===== src/hdl/stlxc_pkg.sv =====
`default_nettype none

package stlxc_pkg;

	// number of registers that run side by side, one per seed word
	localparam int LFSR_COUNT   = 4;
	// result words per seed
	localparam int OUTPUT_WORDS = 2;

	// lane and merge control, driven by the sequencer
	typedef struct packed {
		logic load;
		logic step;
	} stlxc_ctrl_t;

endpackage

`default_nettype wire


===== src/hdl/stlxc_lane.sv =====
`default_nettype none

module stlxc_lane #(
	parameter int LFSR_WIDTH = 32
) (
	input  wire                         clk,
	input  wire stlxc_pkg::stlxc_ctrl_t ctrl,
	input  wire logic [LFSR_WIDTH-1:0]  seed,
	output logic                        bit_out
);

	import stlxc_pkg::*;

	logic [LFSR_WIDTH-1:0] state_q;
	logic [LFSR_WIDTH-1:0] tap_q;

	// seed is both the start state and the tap mask
	always_ff @(posedge clk) begin
		if (ctrl.load) begin
			state_q <= seed;
			tap_q   <= seed;
		end else if (ctrl.step) begin
			state_q <= {^(state_q & tap_q), state_q[LFSR_WIDTH-1:1]};
		end
	end

	assign bit_out = state_q[0];

endmodule

`default_nettype wire


===== src/hdl/stlxc_merge.sv =====
`default_nettype none

module stlxc_merge #(
	parameter int TOTAL_BITS = 128,
	parameter int LANES      = 4
) (
	input  wire                         clk,
	input  wire stlxc_pkg::stlxc_ctrl_t ctrl,
	input  wire logic [LANES-1:0]       lane_bits,
	output logic [TOTAL_BITS-1:0]       acc
);

	import stlxc_pkg::*;

	logic [TOTAL_BITS-1:0] acc_q;

	// shift in at the top, so the first bit lands at bit 0 after a full run
	always_ff @(posedge clk) begin
		if (ctrl.load) begin
			acc_q <= '0;
		end else if (ctrl.step) begin
			acc_q <= {^lane_bits, acc_q[TOTAL_BITS-1:1]};
		end
	end

	assign acc = acc_q;

endmodule

`default_nettype wire


===== src/hdl/self_tapped_lfsr_xor_combiner.sv =====
`default_nettype none
// out_valid rises after the accepted seed is stepped through the lane
// registers, one bit per step, and the result reaches the output register.
// A new seed is taken only after that handoff, which waits on out_stall.
// A finished result waits in the output register while the next seed runs.
// Reset (arst_n, asynchronous, active low) clears the sequencer and the
// output valid; the data registers are not reset.

module self_tapped_lfsr_xor_combiner #(
	parameter int LFSR_WIDTH = 32,
	parameter int WORD_BITS  = 64
) (
	input  wire                         clk,
	input  wire                         arst_n,
	input  wire                         in_valid,
	output logic                        in_stall,
	input  wire logic [LFSR_WIDTH-1:0]  seed_word0,
	input  wire logic [LFSR_WIDTH-1:0]  seed_word1,
	input  wire logic [LFSR_WIDTH-1:0]  seed_word2,
	input  wire logic [LFSR_WIDTH-1:0]  seed_word3,
	output logic                        out_valid,
	input  wire                         out_stall,
	output logic [WORD_BITS-1:0]        stream_low,
	output logic [WORD_BITS-1:0]        stream_high
);

	import stlxc_pkg::*;

	localparam int TOTAL_BITS = WORD_BITS * OUTPUT_WORDS;
	localparam int CNT_W      = $clog2(TOTAL_BITS);

	localparam logic [1:0] ST_IDLE = 2'd0;
	localparam logic [1:0] ST_RUN  = 2'd1;
	localparam logic [1:0] ST_DONE = 2'd2;

	logic [1:0]            state_q;
	logic [CNT_W-1:0]      cnt_q;
	logic                  out_valid_q;
	logic [TOTAL_BITS-1:0] out_q;

	stlxc_ctrl_t           ctrl;
	logic [LFSR_WIDTH-1:0] seeds [LFSR_COUNT];
	logic [LFSR_COUNT-1:0] lane_bits;
	logic [TOTAL_BITS-1:0] acc;
	logic                  out_free;
	logic                  last_step;

	assign seeds[0] = seed_word0;
	assign seeds[1] = seed_word1;
	assign seeds[2] = seed_word2;
	assign seeds[3] = seed_word3;

	assign in_stall  = (state_q != ST_IDLE);
	assign out_free  = !out_valid_q || !out_stall;
	assign last_step = (cnt_q == CNT_W'(TOTAL_BITS - 1));

	assign ctrl.load = (state_q == ST_IDLE) && in_valid;
	assign ctrl.step = (state_q == ST_RUN);

	for (genvar i = 0; i < LFSR_COUNT; i++) begin : g_lane
		stlxc_lane #(
			.LFSR_WIDTH(LFSR_WIDTH)
		) u_lane (
			.clk     (clk),
			.ctrl    (ctrl),
			.seed    (seeds[i]),
			.bit_out (lane_bits[i])
		);
	end

	stlxc_merge #(
		.TOTAL_BITS(TOTAL_BITS),
		.LANES     (LFSR_COUNT)
	) u_merge (
		.clk       (clk),
		.ctrl      (ctrl),
		.lane_bits (lane_bits),
		.acc       (acc)
	);

	always_ff @(posedge clk or negedge arst_n) begin
		if (!arst_n) begin
			state_q     <= ST_IDLE;
			cnt_q       <= '0;
			out_valid_q <= 1'b0;
		end else begin
			if (state_q == ST_DONE && out_free) begin
				out_valid_q <= 1'b1;
			end else if (out_valid_q && !out_stall) begin
				out_valid_q <= 1'b0;
			end
			case (state_q)
				ST_IDLE: begin
					if (in_valid) begin
						state_q <= ST_RUN;
						cnt_q   <= '0;
					end
				end
				ST_RUN: begin
					cnt_q <= cnt_q + 1'b1;
					if (last_step) begin
						state_q <= ST_DONE;
					end
				end
				ST_DONE: begin
					// hold until the output register frees up
					if (out_free) begin
						state_q <= ST_IDLE;
					end
				end
				default: begin
					state_q <= ST_IDLE;
				end
			endcase
		end
	end

	always_ff @(posedge clk) begin
		if (state_q == ST_DONE && out_free) begin
			out_q <= acc;
		end
	end

	assign out_valid   = out_valid_q;
	assign stream_low  = out_q[WORD_BITS-1:0];
	assign stream_high = out_q[TOTAL_BITS-1:WORD_BITS];

endmodule

`default_nettype wire

===== config.mk =====
export PLATFORM = sky130hd
export DESIGN_NAME = self_tapped_lfsr_xor_combiner
export DESIGN_NICKNAME = d
export VERILOG_FILES = /design/src/hdl/stlxc_pkg.sv /design/src/hdl/stlxc_lane.sv /design/src/hdl/stlxc_merge.sv /design/src/hdl/self_tapped_lfsr_xor_combiner.sv
export SDC_FILE = /design/constraint.sdc
export NUM_CORES = 1
export LEC_CHECK = 0
export BUFFER_PORTS_ARGS = -buffer_cell sky130_fd_sc_hd__buf_2
export CORE_MARGIN = 5
export CORE_UTILIZATION = 35
export CTS_BUF_LIST = sky130_fd_sc_hd__clkbuf_4 sky130_fd_sc_hd__clkbuf_8
export DETAILED_ROUTE_END_ITERATION = 16
export PLACE_DENSITY = 0.62
export SYNTH_ARGS = -nofsm -noshare
export SYNTH_HDL_FRONTEND = slang
export SYNTH_SLANG_ARGS = --single-unit

===== constraint.sdc =====
create_clock -name clk -period 8.7 [get_ports clk]
set_input_delay 0.435 -clock clk [delete_from_list [all_inputs] [get_ports clk]]
set_output_delay 0.435 -clock clk [all_outputs]
set_load 0.01 [all_outputs]

# --- Yosys cells after proc, flatten, opt, wreduce, memory -nomap -nowiden ---
# Cells that the tools add are included.
classes:
  mux: 16
  add_sub_neg: 1
  bitwise_logic: 4
  reduce_logical: 18
  eq_ne: 6
op_table:
  columns: ["op", "n"]
  rows:
  - ["2-to-1 mux 32 bit", 8]
  - ["AND 32 bit", 4]
  - ["XOR reduction 32 bit", 4]
  - ["case mux 7 bit (2 select lines)", 1]
  - ["nonzero test 2 bit", 4]
  - ["adder 7 x 1 -> 7 bit (second input constant)", 1]
  - ["== test 7 bit (second input constant)", 1]
  - ["2-to-1 mux 7 bit", 1]
  - ["2-to-1 mux 2 bit", 3]
  - ["case mux 2 bit (3 select lines)", 1]
  - ["inequality test 2 bit (second input constant)", 2]
  - ["XOR reduction 4 bit", 1]
  - ["logical AND 1 bit", 3]
  - ["AND reduction 3 bit", 1]
  - ["== test 2 x 1 -> 1 bit (second input constant)", 1]
  - ["== test 2 bit (second input constant)", 1]
  - ["logical NOT 1 bit", 2]
  - ["logical NOT 2 bit", 1]
  - ["2-to-1 mux 1 bit", 2]
  - ["inequality test 2 x 1 -> 1 bit (second input constant)", 1]
  - ["AND reduction 2 bit", 1]
  - ["logical OR 1 bit", 1]
word_totals:
  regBits: 522
  wordCells: 58
  inputBits: 132

# --- Logic depth before layout (Yosys ltp) ---
# Gate-level depths: netlist (run 1).
depth:
  ltp_word: 4
  depth_mapped: 7
  ltp_nobuf: 7

# --- Modules after synthesis ---
# From an unflattened synthesis (run 1), not the netlist that was laid out.
hier_totals:
  hier_cells: 1251
  hier_area_um2: 19740.2
by_module_without_submodules:
  columns: ["mod", "cells_each", "instances", "area_each_um2", "seq_area_each_um2"]
  rows:
  - ["stlxc_lane", 165, 4, 2692.6, 1921.8]
  - ["stlxc_merge", 416, 1, 4626.9, 2562.5]
  - ["self_tapped_lfsr_xor_combiner", 175, 1, 4342.9, 4093.9]

# --- Worst setup path before layout (run 1) ---
# Ideal clock, no wire load.
synth_path:
  path_type: "register -> register"
  start: "reg state_q[0]"
  end: "reg out_q[0], enable pin"
  setup_slack_ps: 1303
  required_time_ps: 8042
  arrival_time_ps: 6739
  n_path_buf: 0
  path_stages_with_launch: 3
  path_cell_list: "dfrtp_1 nand2b_1 a21oi_1"
synth_via:
  elab_chain_len: 2
synth_lines:
  columns: ["element", "line", "text"]
  rows:
  - ["start: declaration", "self_tapped_lfsr_xor_combiner.sv:36", "logic [1:0] state_q;"]
  - ["start signal: assignment", "self_tapped_lfsr_xor_combiner.sv:83", "state_q <= ST_IDLE;"]
  - ["start signal: assignment", "self_tapped_lfsr_xor_combiner.sv:95", "state_q <= ST_RUN;"]
  - ["start signal: assignment", "self_tapped_lfsr_xor_combiner.sv:102", "state_q <= ST_DONE;"]
  - ["== test 2 bit", "self_tapped_lfsr_xor_combiner.sv:119", "if (state_q == ST_DONE && out_free) begin"]
  - ["logical AND 1 bit", "self_tapped_lfsr_xor_combiner.sv:119", null]
  - ["end signal: assignment", "self_tapped_lfsr_xor_combiner.sv:120", "out_q <= acc;"]
  - ["end: declaration", "self_tapped_lfsr_xor_combiner.sv:39", "logic [TOTAL_BITS-1:0] out_q;"]
# No other way between the ends.
# A chain may end at the register's enable or synchronous reset.

# --- Final worst setup path (run 1) ---
layout_path:
  start: "reg state_q[0]"
  end: "reg g_lane[2].u_lane.state_q[31], data pin"
layout_via:
  elab_chain_len: 3
layout_lines:
  columns: ["element", "line", "text"]
  rows:
  - ["logical NOT 2 bit", "self_tapped_lfsr_xor_combiner.sv:57", "assign ctrl.load = (state_q == ST_IDLE) && in_valid;"]
  - ["logical AND 1 bit", "self_tapped_lfsr_xor_combiner.sv:57", null]
  - ["2-to-1 mux 32 bit", "stlxc_lane.sv:19", "if (ctrl.load) begin"]
  - ["end signal: assignment", "stlxc_lane.sv:23", "state_q <= {^(state_q & tap_q), state_q[LFSR_WIDTH-1:1]};"]
  - ["end: declaration", "stlxc_lane.sv:14", "logic [LFSR_WIDTH-1:0] state_q;"]
# No other way between the ends.

==> metrics.yaml, run 1 <==
routing:
  drtIter0Drc: 770
  routed_wl_mm: 41.8
  detail_route.vias_per_cell: 4.42
  vias: 12783
  wl_per_cell_um: 14.4
  drtAntennaViolNets: 0
  first_pass_iters: 5
  drc: 0
floorplanning:
  die_area_um2: 60400
  die_w_um: 246
  floorplan.initialDensity_pct: 35.3
  core-area_um2: 55100
  chipHeight_um: 246
  ioPinCount: 262
  std_cell_rows: 86
critical_path:
  start_kind: "flop"
  reg2reg_to: "g_lane[2].u_lane.state_q[31]$_DFFE_PP_"
  reg2reg_slack_ps: 5110
  rr_startpoint: "state_q[0]$_DFFE_PN0P_"
  worstSetupPathType: "flop to flop"
  worstPathRequired_ps: 9060
  worst-path-max-fanout: 232
  cp-end-kind: "flop"
  crit_arrival_ps: 3950
  r2r_cells: 5
cells_and_area:
  fin_nets: 2197
  drive_above_1_share_pct: 19.7
  fillCellCount: 5081
  final_core_util_pct: 44.7
  area_growth_pct: 26.4
  multi_input_area_um2: 4870
  finalNonFillerCells: 2891
  regArea_um2: 14300
power:
  pwr-share-clk_pct: 27.3
  ir_drop_mv: 0.192
  p_int_mw: 5.60
  p_sw_mw: 2.39
  switching_share_pct: 29.9
  power.density_nw_per_um2: 325
  power_frac_seq_pct: 48.5
  p_comb_share_pct: 24.2
  p_leak_nw: 9.59
  power_mw: 7.99
timing:
  finalCritPeriodShare_pct: 41.3
  slew_viol_final: 0
  hold_viol_final: 0
  skew_ps: 18.5
  setup_viol: 0
  setup_ws_ps: 5110
  tightest_slew_ps: 1090
  min_period_ps: 3590
  fmax_ghz: 0.278
  tns_ps: 0
  rsz0062_at_grt: "no"
  slew_headroom_pct: 27.4
status:
  run_status: "completed"
synthesis:
  synthCells: 1652
  mappedNetlistArea_um2: 19500
  synth_seq_area_share_pct: 73.7
  synth_seq_cells: 522
  synth_nets: 1785
  yosysWarningCount: 0
  netlist-cell-type-count: 24
  syn_avg_cell_area_um2: 11.8
grt:
  grt_start_max_net_pins: 233
  grt_pass1_vias: 12626
  grt_usage_pct: 13.6
  antenna_found_initial: 11
  grt_pass1_wl_mm: 66.1
  grt.overflow.total: 0
clock_network:
  htreeDepth: 3
  cts_root_buffer: "clkbuf_8"
  cts_resized: 0
  postCtsHoldBufs: 129
  cts_made_buffers: 86
  cts_tree: "yes"
  cts_setup_buffers: 0
  worstSkewPairLatency_ps: 650
  clk_pin_slew_ps: 60
  cts_max_path_buffers: 3
  cts.sinks: 522
place:
  place_ws_ps: 5120
  place_inst: 2595
  dp_hpwl_mm: 25.6
  place.gp.congestion: 0.751
  io_buffers: 261
min_path:
  min_path_cells: 3
  hp-start: "out_stall"
  whs_endpoint: "out_valid$_DFFE_PN0P_"
  hp-class: "input port to flop"
run:
  max-cap-violations: 0
## worst max path at each step
stage / start / end / slack [ps] / cells after the start
global route: state_q[1]$_DFFE_PN0P_ / g_lane[2].u_lane.state_q[27]$_DFFE_PP_ / 4800 / 6
finish: state_q[0]$_DFFE_PN0P_ / g_lane[2].u_lane.state_q[31]$_DFFE_PP_ / 5110 / 5
floorplan: state_q[0]$_DFFE_PN0P_ / out_q[0]$_DFFE_PP_ / 1300 / 2
global placement: state_q[0]$_DFFE_PN0P_ / g_lane[2].u_lane.state_q[31]$_DFFE_PP_ / 5150 / 5
detailed placement: state_q[0]$_DFFE_PN0P_ / g_lane[2].u_lane.state_q[31]$_DFFE_PP_ / 5120 / 5
CTS: state_q[0]$_DFFE_PN0P_ / g_lane[2].u_lane.state_q[31]$_DFFE_PP_ / 5100 / 5
## critical path: stages, from the launching register on
cell and delay (ps):
dfrtp_1 430, nor2_1 240, nand2_4 460, inv_8 790, buf_12 820, o21ai_1 150
## through the flow
stage	cell area (um^2)	hold WS [ps]
2_1_floorplan	19500	139
3_3_place_gp	21500	319
3_5_place_dp	21500	328
4_1_cts	24600	68.8
5_1_grt	24600	113
6_report	24600	155
## placed cells by master (no fill, tap or decap), types with 2 or more instances in the layout
cell type	count
diode_2	6
xnor2_1	95
edfxtp_1	384
buf_2	261
dlygate4sd3_1	129
nand2_1	768
clkinv_1	15
o21ai_0	4
xor2_1	34
a21oi_1	128
clkinvlp_4	3
inv_8	2
nand4_1	3
nor2_1	4
clkinv_2	11
and3_1	2
dfrtp_1	10
inv_6	3
clkbuf_4	31
clkbuf_8	94
buf_4	6
bufinv_16	2
nand2_4	2
dfxtp_1	128
o21ai_1	4
nand2b_1	2
## state kept, by name (all words and copies together), names as in the netlist
register               count
state_q                    2
u_merge.acc              128
cnt_q                      7
out_q                    128
g_lane.u_lane.state_q    128
g_lane.u_lane.tap_q      128
out_valid                  1
## cells in the mapped netlist
| master | n | area (um^2) |
|---|---|---|
| o21ai_1 | 4 | 20.0 |
| and3_1 | 2 | 12.5 |
| dfrtp_1 | 10 | 250 |
| buf_1 | 11 | 41.3 |
| buf_2 | 15 | 75.1 |
| nand2b_1 | 3 | 18.8 |
| o22ai_1 | 1 | 6.26 |
| a21oi_1 | 129 | 646 |
| o21ai_0 | 4 | 20.0 |
| nor2_1 | 4 | 15.0 |
| nand4_1 | 3 | 18.8 |
| ha_1 | 1 | 12.5 |
| nand2_1 | 770 | 2890 |
| mux2i_1 | 1 | 10.0 |
| a211oi_1 | 1 | 7.51 |
| xnor2_1 | 95 | 832 |
| nor2b_1 | 1 | 6.26 |
| edfxtp_1 | 384 | 11500 |
| a31oi_1 | 1 | 6.26 |
| nand3_1 | 1 | 5.00 |
| dfxtp_1 | 128 | 2560 |
| clkbuf_1 | 47 | 176 |
| inv_1 | 2 | 7.51 |
| xor2_1 | 34 | 298 |
## logic make-up after synthesis
family / after synthesis / synth area share (%)
AOI/OAI and AO/OA: 140 / 3.62
xor gates and xnor gates: 129 / 5.80
muxes: 1 / 0.0514
buffers and inverters: 75 / 1.54
adders and majority gates: 1 / 0.0643
DFF: 522 / 73.7
and+or+nand+nor: 784 / 15.2
## area by class of cell
class,count,area share (%)
Sequential cell,522,58.3
Multi-Input combinational cell,1055,19.8
Timing Repair Buffer,397,10.8
Clock buffer,125,6.20
Tap cell,748,3.80
Clock inverter,36,0.976
Inverter,2,0.0610
Antenna cell,6,0.0610
## layer usage
metal / vias up / global-route usage, % / routed length, um
li1: 6351 / - / -
met1: 5999 / 17.5 / 18300
met2: 340 / 21.8 / 19600
met3: 85 / 3.98 / 2810
met4: 8 / 4.99 / 1000
met5: - / 0 / 46
## power by group through the flow
stage,clock [mW],sequential (mW),combinational [mW]
2_1_floorplan,0,3.83,1.54
3_3_place_gp,0,3.90,1.88
4_1_cts,2.26,3.88,1.97
3_5_place_dp,0,3.93,1.91
6_report,2.18,3.87,1.94
5_1_grt,2.38,3.96,2.18
No activity file was read; power rests on OpenSTA's default activity.
==> run 2: changes to the inputs <==
--- a/config.mk
+++ b/config.mk
@@ -10,7 +10,7 @@
 export CORE_UTILIZATION = 35
 export CTS_BUF_LIST = sky130_fd_sc_hd__clkbuf_4 sky130_fd_sc_hd__clkbuf_8
 export DETAILED_ROUTE_END_ITERATION = 16
-export PLACE_DENSITY = 0.62
+export PLACE_DENSITY = 0.64
 export SYNTH_ARGS = -nofsm -noshare
 export SYNTH_HDL_FRONTEND = slang
 export SYNTH_SLANG_ARGS = --single-unit
==> constraint.sdc (replaced) <==
create_clock -name clk -period 3.25 [get_ports clk]
set_input_delay 0.1625 -clock clk [delete_from_list [all_inputs] [get_ports clk]]
set_output_delay 0.1625 -clock clk [all_outputs]
set_load 0.01 [all_outputs]
==> run 2 against run 1 <==
Net effect:
- via count up 0.11%
- register-to-register slack lost 4100 ps
- clock skew hardly changed
- fmax rose by 62%
- worst setup slack worse by 4100 ps
- die area unchanged
==> metrics.yaml, run 2 (synthesis results as in run 1) <==
status:
  run_status: "completed"
timing:
  skew_ps: 18.5  # -0.0110 ps
  slew_viol_final: 0  # unchanged
  hold_viol_final: 0  # unchanged
  tns_ps: 0  # unchanged
  fmax_ghz: 0.452  # +62%
  finalCritPeriodShare_pct: 68.0  # +27 points
  rsz0062_at_grt: "no"
  slew_headroom_pct: 51.3  # +24 points
  tightest_slew_ps: 730  # -358 ps
  setup_viol: 0  # unchanged
  min_period_ps: 2210  # -1380 ps
place:
  dp_hpwl_mm: 26.8  # +4.5%
  place.gp.congestion: 0.749  # -0.25%
  place_inst: 2605  # +0.39%
  io_buffers: 261  # unchanged
floorplanning:
  floorplan.initialDensity_pct: 35.3  # unchanged
  core-area_um2: 55100  # unchanged
  ioPinCount: 262  # unchanged
  chipHeight_um: 246  # unchanged
  die_area_um2: 60400  # unchanged
  std_cell_rows: 86  # unchanged
  die_w_um: 246  # unchanged
grt:
  grt_pass1_wl_mm: 67.6  # +2.4%
  grt_start_max_net_pins: 129  # -45%
  grt_usage_pct: 13.8  # +0.22 points
  grt_pass1_vias: 12980  # +2.8%
  antenna_found_initial: 12  # +1
  grt.overflow.total: 0  # unchanged
min_path:
  min_path_cells: 2  # -1
  whs_endpoint: "g_lane[1].u_lane.tap_q[17]$_DFFE_PP_"
  hp-start: "seed_word1[17]"
  hp-class: "input port to flop"
run:
  max-cap-violations: 0  # unchanged
routing:
  routed_wl_mm: 42.4  # +1.5%
  drtIter0Drc: 739  # -4.0%
  drc: 0  # unchanged
  first_pass_iters: 5  # unchanged
  detail_route.vias_per_cell: 4.41  # -0.27%
  wl_per_cell_um: 14.6  # +1.1%
  drtAntennaViolNets: 0  # unchanged
  vias: 12797  # +0.11%
power:
  power.density_nw_per_um2: 872  # +170%
  ir_drop_mv: 0.435  # +130%
  p_leak_nw: 9.72  # +1.3%
clock_network:
  cts_root_buffer: "clkbuf_8"
  cts_max_path_buffers: 3  # unchanged
  cts_made_buffers: 86  # unchanged
  clk_pin_slew_ps: 60  # about the same
  worstSkewPairLatency_ps: 640  # about the same
  cts_resized: 0  # unchanged
  cts_tree: "yes"
  htreeDepth: 3  # unchanged
  cts.sinks: 522  # unchanged
  cts_setup_buffers: 0  # unchanged
critical_path:
  crit_arrival_ps: 2510  # -1440 ps
  worst-path-max-fanout: 87  # -63%
  r2r_cells: 4  # -1
  worstSetupPathType: "flop to flop"
  cp-end-kind: "flop"
  crit_buf_inv: 2  # unchanged
  reg2reg_to: "g_lane[1].u_lane.tap_q[12]$_DFFE_PP_"
  worst_path_max_delay_cell: "inv_8"
  start_kind: "flop"
  crit_chain: "nor2_1 -> nand2_4 -> inv_8 -> buf_4"
  rr_startpoint: "state_q[0]$_DFFE_PN0P_"
  crit_path_max_incr_delay_ps: 480  # -340 ps
  crit_family: "buffers and inverters"
  reg2reg_slack_ps: 1040  # -4070 ps
  worstPathRequired_ps: 3550  # -5510 ps
cells_and_area:
  layout_common_cells: "nand2_1, edfxtp_1, buf_2"
  fin_nets: 2210  # +0.59%
  area_growth_pct: 27.8
  finalNonFillerCells: 2902  # +0.38%
  drive_above_1_share_pct: 19.9  # +0.29 points
  layout_commonest_cell: "nand2_1"
  fillCellCount: 5050  # -0.61%
run 2: cell types whose count changed in the layout (fill, tap and decap cells not counted), sizes merged:
cell	delta
buf	+10
bufinv	+3
clkbuf	+3
clkinv	-6
clkinvlp	-2
diode	+2
dlygate4sd3	+3
inv	-2
run 2: worst max-delay path by stage:
stage,start,to,cells past startpoint,slack (ps)
floorplan,state_q[0]$_DFFE_PN0P_,g_lane[0].u_lane.tap_q[0]$_DFFE_PP_,5,130
global placement,state_q[0]$_DFFE_PN0P_,g_lane[1].u_lane.tap_q[6]$_DFFE_PP_,4,1060
detailed placement,state_q[0]$_DFFE_PN0P_,g_lane[1].u_lane.tap_q[7]$_DFFE_PP_,4,1020
CTS,state_q[1]$_DFFE_PN0P_,g_lane[1].u_lane.tap_q[8]$_DFFE_PP_,4,990
global route,state_q[1]$_DFFE_PN0P_,g_lane[1].u_lane.state_q[6]$_DFFE_PP_,6,810
finish,state_q[0]$_DFFE_PN0P_,g_lane[1].u_lane.tap_q[12]$_DFFE_PP_,4,1040
run 2: power by group:
group	total [mW]	internal, mW	switching [mW]
clock network	6.04	3.49	2.55
registers	10.4	9.43	0.933
logic	5.30	2.41	2.89
run 2: per-stage QoR:
stage                     area, um^2  total power, mW  hold WS, ps  setup WS (ps)  utilization [%]
after global routing           24900             23.1          200            809             45.1
after detailed placement       21700             15.7         56.6           1020             39.4
after floorplan                19500             14.3         -133            128                -
after global placement         21700             15.5         50.0           1060             39.4
final                          24900             21.7          254           1040             45.2
after CTS                      24900             22.0          158            990             45.1
run 2: what timing repair did:
item	in CTS	in global routing
endpoints found under the setup margin	0	0
endpoints found under the hold margin	269	0
hold buffers	132	0
run 2: area by class of cell:
cell class	instances	area (um^2)	area share, %
multi-input combinational	1055	4870	19.6
clock inverter	29	268	1.08
timing repair buffer	410	2860	11.5
sequential	522	14300	57.7
tap	748	936	3.76
inverter	2	15.0	0.0603
antenna	8	20.0	0.0805
clock buffer	128	1570	6.30
run 2: layer usage:
metal | routed length (um) | up-vias | global-route usage, %
li1 | - | 6377 | -
met3 | 3060 | 55 | 4.07
met1 | 18700 | 6003 | 17.9
met5 | 42 | - | 0
met2 | 19900 | 354 | 22.3
met4 | 676 | 8 | 4.56
run 2: worst register-to-register path: stages, from the launching register on:
cell	delay, ps
dfrtp_1	420
nor2_1	240
nand2_4	250
inv_8	490
buf_4	470
==> run 3: changes to the inputs <==
==> constraint.sdc (replaced) <==
create_clock -name clk -period 2 [get_ports clk]
set_input_delay 0.1 -clock clk [delete_from_list [all_inputs] [get_ports clk]]
set_output_delay 0.1 -clock clk [all_outputs]
set_load 0.01 [all_outputs]
==> run 3 against run 2 <==
Net effect:
- flip-flop and latch count unchanged
- global-route usage increased by 0.28 points
- critical path depth increased by 3
- hold slack got worse by 95 ps
- die area unchanged
- largest power group unchanged
- routed wire length increased by 1.2%
- combinational power increased by 65%
==> metrics.yaml, run 3 (synthesis results as in run 1) <==
status:
  run_status: "completed"
critical_path:
  crit_arrival_ps: 2210  # -300 ps
  crit_family: "XOR/XNOR gates"
  rr_startpoint: "g_lane[1].u_lane.state_q[0]$_DFFE_PP_"
  reg2reg_slack_ps: 200  # -840 ps
  r2r_cells: 7  # +3
  worstSetupPathType: "flop to flop"
  crit_buf_inv: 0  # -2
  reg2reg_to: "g_lane[1].u_lane.state_q[31]$_DFFE_PP_"
  start_kind: "flop"
  crit_top_cell: "xnor2_1"
  crit_path_start: "g_lane[1].u_lane.state_q[0]$_DFFE_PP_"
  worst_path_max_delay_cell: "edfxtp_1"
  crit_chain: "nand2_1 -> xor2_1 -> xnor2_1 -> xnor2_1 -> xnor2_1 -> xnor2_1 -> o21ai_1"
  worstPathRequired_ps: 2410  # -1140 ps
  crit_path_max_incr_delay_ps: 440  # -40 ps
  worst-path-max-fanout: 2  # -98%
  cp-end-kind: "flop"
min_path:
  hp-start: "seed_word1[3]"
  hp-class: "input port to flop"
  min_path_cells: 2  # unchanged
  whs_endpoint: "g_lane[1].u_lane.tap_q[3]$_DFFE_PP_"
power:
  ir_drop_mv: 0.841  # +93%
  power.density_nw_per_um2: 1400  # +61%
  p_leak_nw: 9.84  # +1.3%
  power_mw: 35.2  # +62%
routing:
  drtIter0Drc: 652  # -12%
  vias: 12873  # +0.59%
  drc: 0  # unchanged
  drtAntennaViolNets: 0  # unchanged
  detail_route.vias_per_cell: 4.41  # about the same
  wl_per_cell_um: 14.7  # +0.66%
  first_pass_iters: 5  # unchanged
  routed_wl_mm: 42.9  # +1.2%
cells_and_area:
  fin_nets: 2228  # +0.81%
  final_core_util_pct: 45.6  # +0.42 points
  multi_input_area_um2: 4880  # +0.15%
  layout_common_cells: "nand2_1, edfxtp_1, buf_2"
  drive_above_1_share_pct: 20.7  # +0.75 points
  finalNonFillerCells: 2919  # +0.59%
  area_growth_pct: 29.0
  layout_commonest_cell: "nand2_1"
  fillCellCount: 5090  # +0.79%
  regArea_um2: 14300  # unchanged
clock_network:
  cts_tree: "yes"
  clk_pin_slew_ps: 60  # about the same
  htreeDepth: 3  # unchanged
  cts_made_buffers: 87  # +1.2%
  cts_max_path_buffers: 3  # unchanged
  cts.sinks: 522  # unchanged
  cts_resized: 0  # unchanged
  worstSkewPairLatency_ps: 670  # +30 ps
  cts_root_buffer: "clkbuf_8"
  cts_setup_buffers: 0  # unchanged
floorplanning:
  chipHeight_um: 246  # unchanged
  die_area_um2: 60400  # unchanged
  core-area_um2: 55100  # unchanged
  die_w_um: 246  # unchanged
  floorplan.initialDensity_pct: 35.3  # unchanged
  std_cell_rows: 86  # unchanged
  ioPinCount: 262  # unchanged
timing:
  finalCritPeriodShare_pct: 90.0  # +22 points
  setup_viol: 0  # unchanged
  slew_viol_final: 0  # unchanged
  whs_ps: 159  # -95.3 ps
  skew_ps: 41.9  # +23.5 ps
  slew_headroom_pct: 61.3  # +10 points
  rsz0062_at_grt: "no"
  fmax_ghz: 0.555  # +23%
  tightest_slew_ps: 581  # -150 ps
  tns_ps: 0  # unchanged
  min_period_ps: 1800  # -411 ps
  hold_viol_final: 0  # unchanged
run:
  max-cap-violations: 0  # unchanged
place:
  io_buffers: 261  # unchanged
  dp_hpwl_mm: 27.4  # +2.2%
  place_inst: 2622  # +0.65%
  place.gp.congestion: 0.773  # +3.2%
grt:
  antenna_found_initial: 8  # -4
  grt_pass1_vias: 13087  # +0.82%
  grt.overflow.total: 0  # unchanged
  grt_start_max_net_pins: 133  # +3.1%
  grt_pass1_wl_mm: 68.8  # +1.7%
  grt_usage_pct: 14.1  # +0.28 points
## run 3: layout make-up
| class | instances | share of cell area [%] |
|---|---|---|
| sequential | 522 | 57.1 |
| multi-input combinational | 1055 | 19.4 |
| timing repair buffer | 427 | 12.4 |
| clock buffer | 130 | 6.28 |
| tap | 748 | 3.73 |
| clock inverter | 29 | 0.937 |
| inverter | 2 | 0.0598 |
| antenna | 6 | 0.0598 |
## run 3: where the power goes
group,internal (mW),leakage (nW),switching [mW]
logic,4.06,4.01,4.66
registers,15.3,4.87,1.52
clock network,5.35,0.955,4.27
## run 3: repair_timing
action / CTS / global route
endpoints found under the hold margin: 315 / 0
hold buffers: 132 / 0
endpoints found under the setup margin: 0 / 0
## run 3: routing by layer
metal | part of all wire (%) | GRT usage, % | vias to the layer above | wire (um)
met5 | 0.077 | 0 | - | 33
met3 | 6.1 | 3.96 | 90 | 2640
met1 | 44 | 18.1 | 6031 | 18900
met2 | 47 | 22.8 | 322 | 20400
li1 | - | - | 6424 | -
met4 | 2.4 | 5.12 | 6 | 1020
## run 3: worst max-delay path by stage
stage | to | slack, ps | depth (start not counted)
global placement | g_lane[1].u_lane.state_q[31]$_DFFE_PP_ | 230 | 7
global route | g_lane[1].u_lane.state_q[31]$_DFFE_PP_ | 100 | 7
CTS | g_lane[1].u_lane.state_q[31]$_DFFE_PP_ | 160 | 7
finish | g_lane[1].u_lane.state_q[31]$_DFFE_PP_ | 200 | 7
detailed placement | g_lane[1].u_lane.state_q[31]$_DFFE_PP_ | 190 | 7
floorplan | out_q[0]$_DFFE_PP_ | -1060 | 2
## run 3: worst register-to-register path, cell delays in order (launching register included)
cell and delay [ps]:
edfxtp_1 440, nand2_1 120, xor2_1 180, xnor2_1 170, xnor2_1 120, xnor2_1 280, xnor2_1 160, o21ai_1 70
## run 3: through the flow
step,area [um^2],setup WS (ps)
after floorplan,19500,-1060
after global routing,25100,98.0
final,25100,200
after global placement,22000,227
after CTS,25100,160
after detailed placement,22000,193
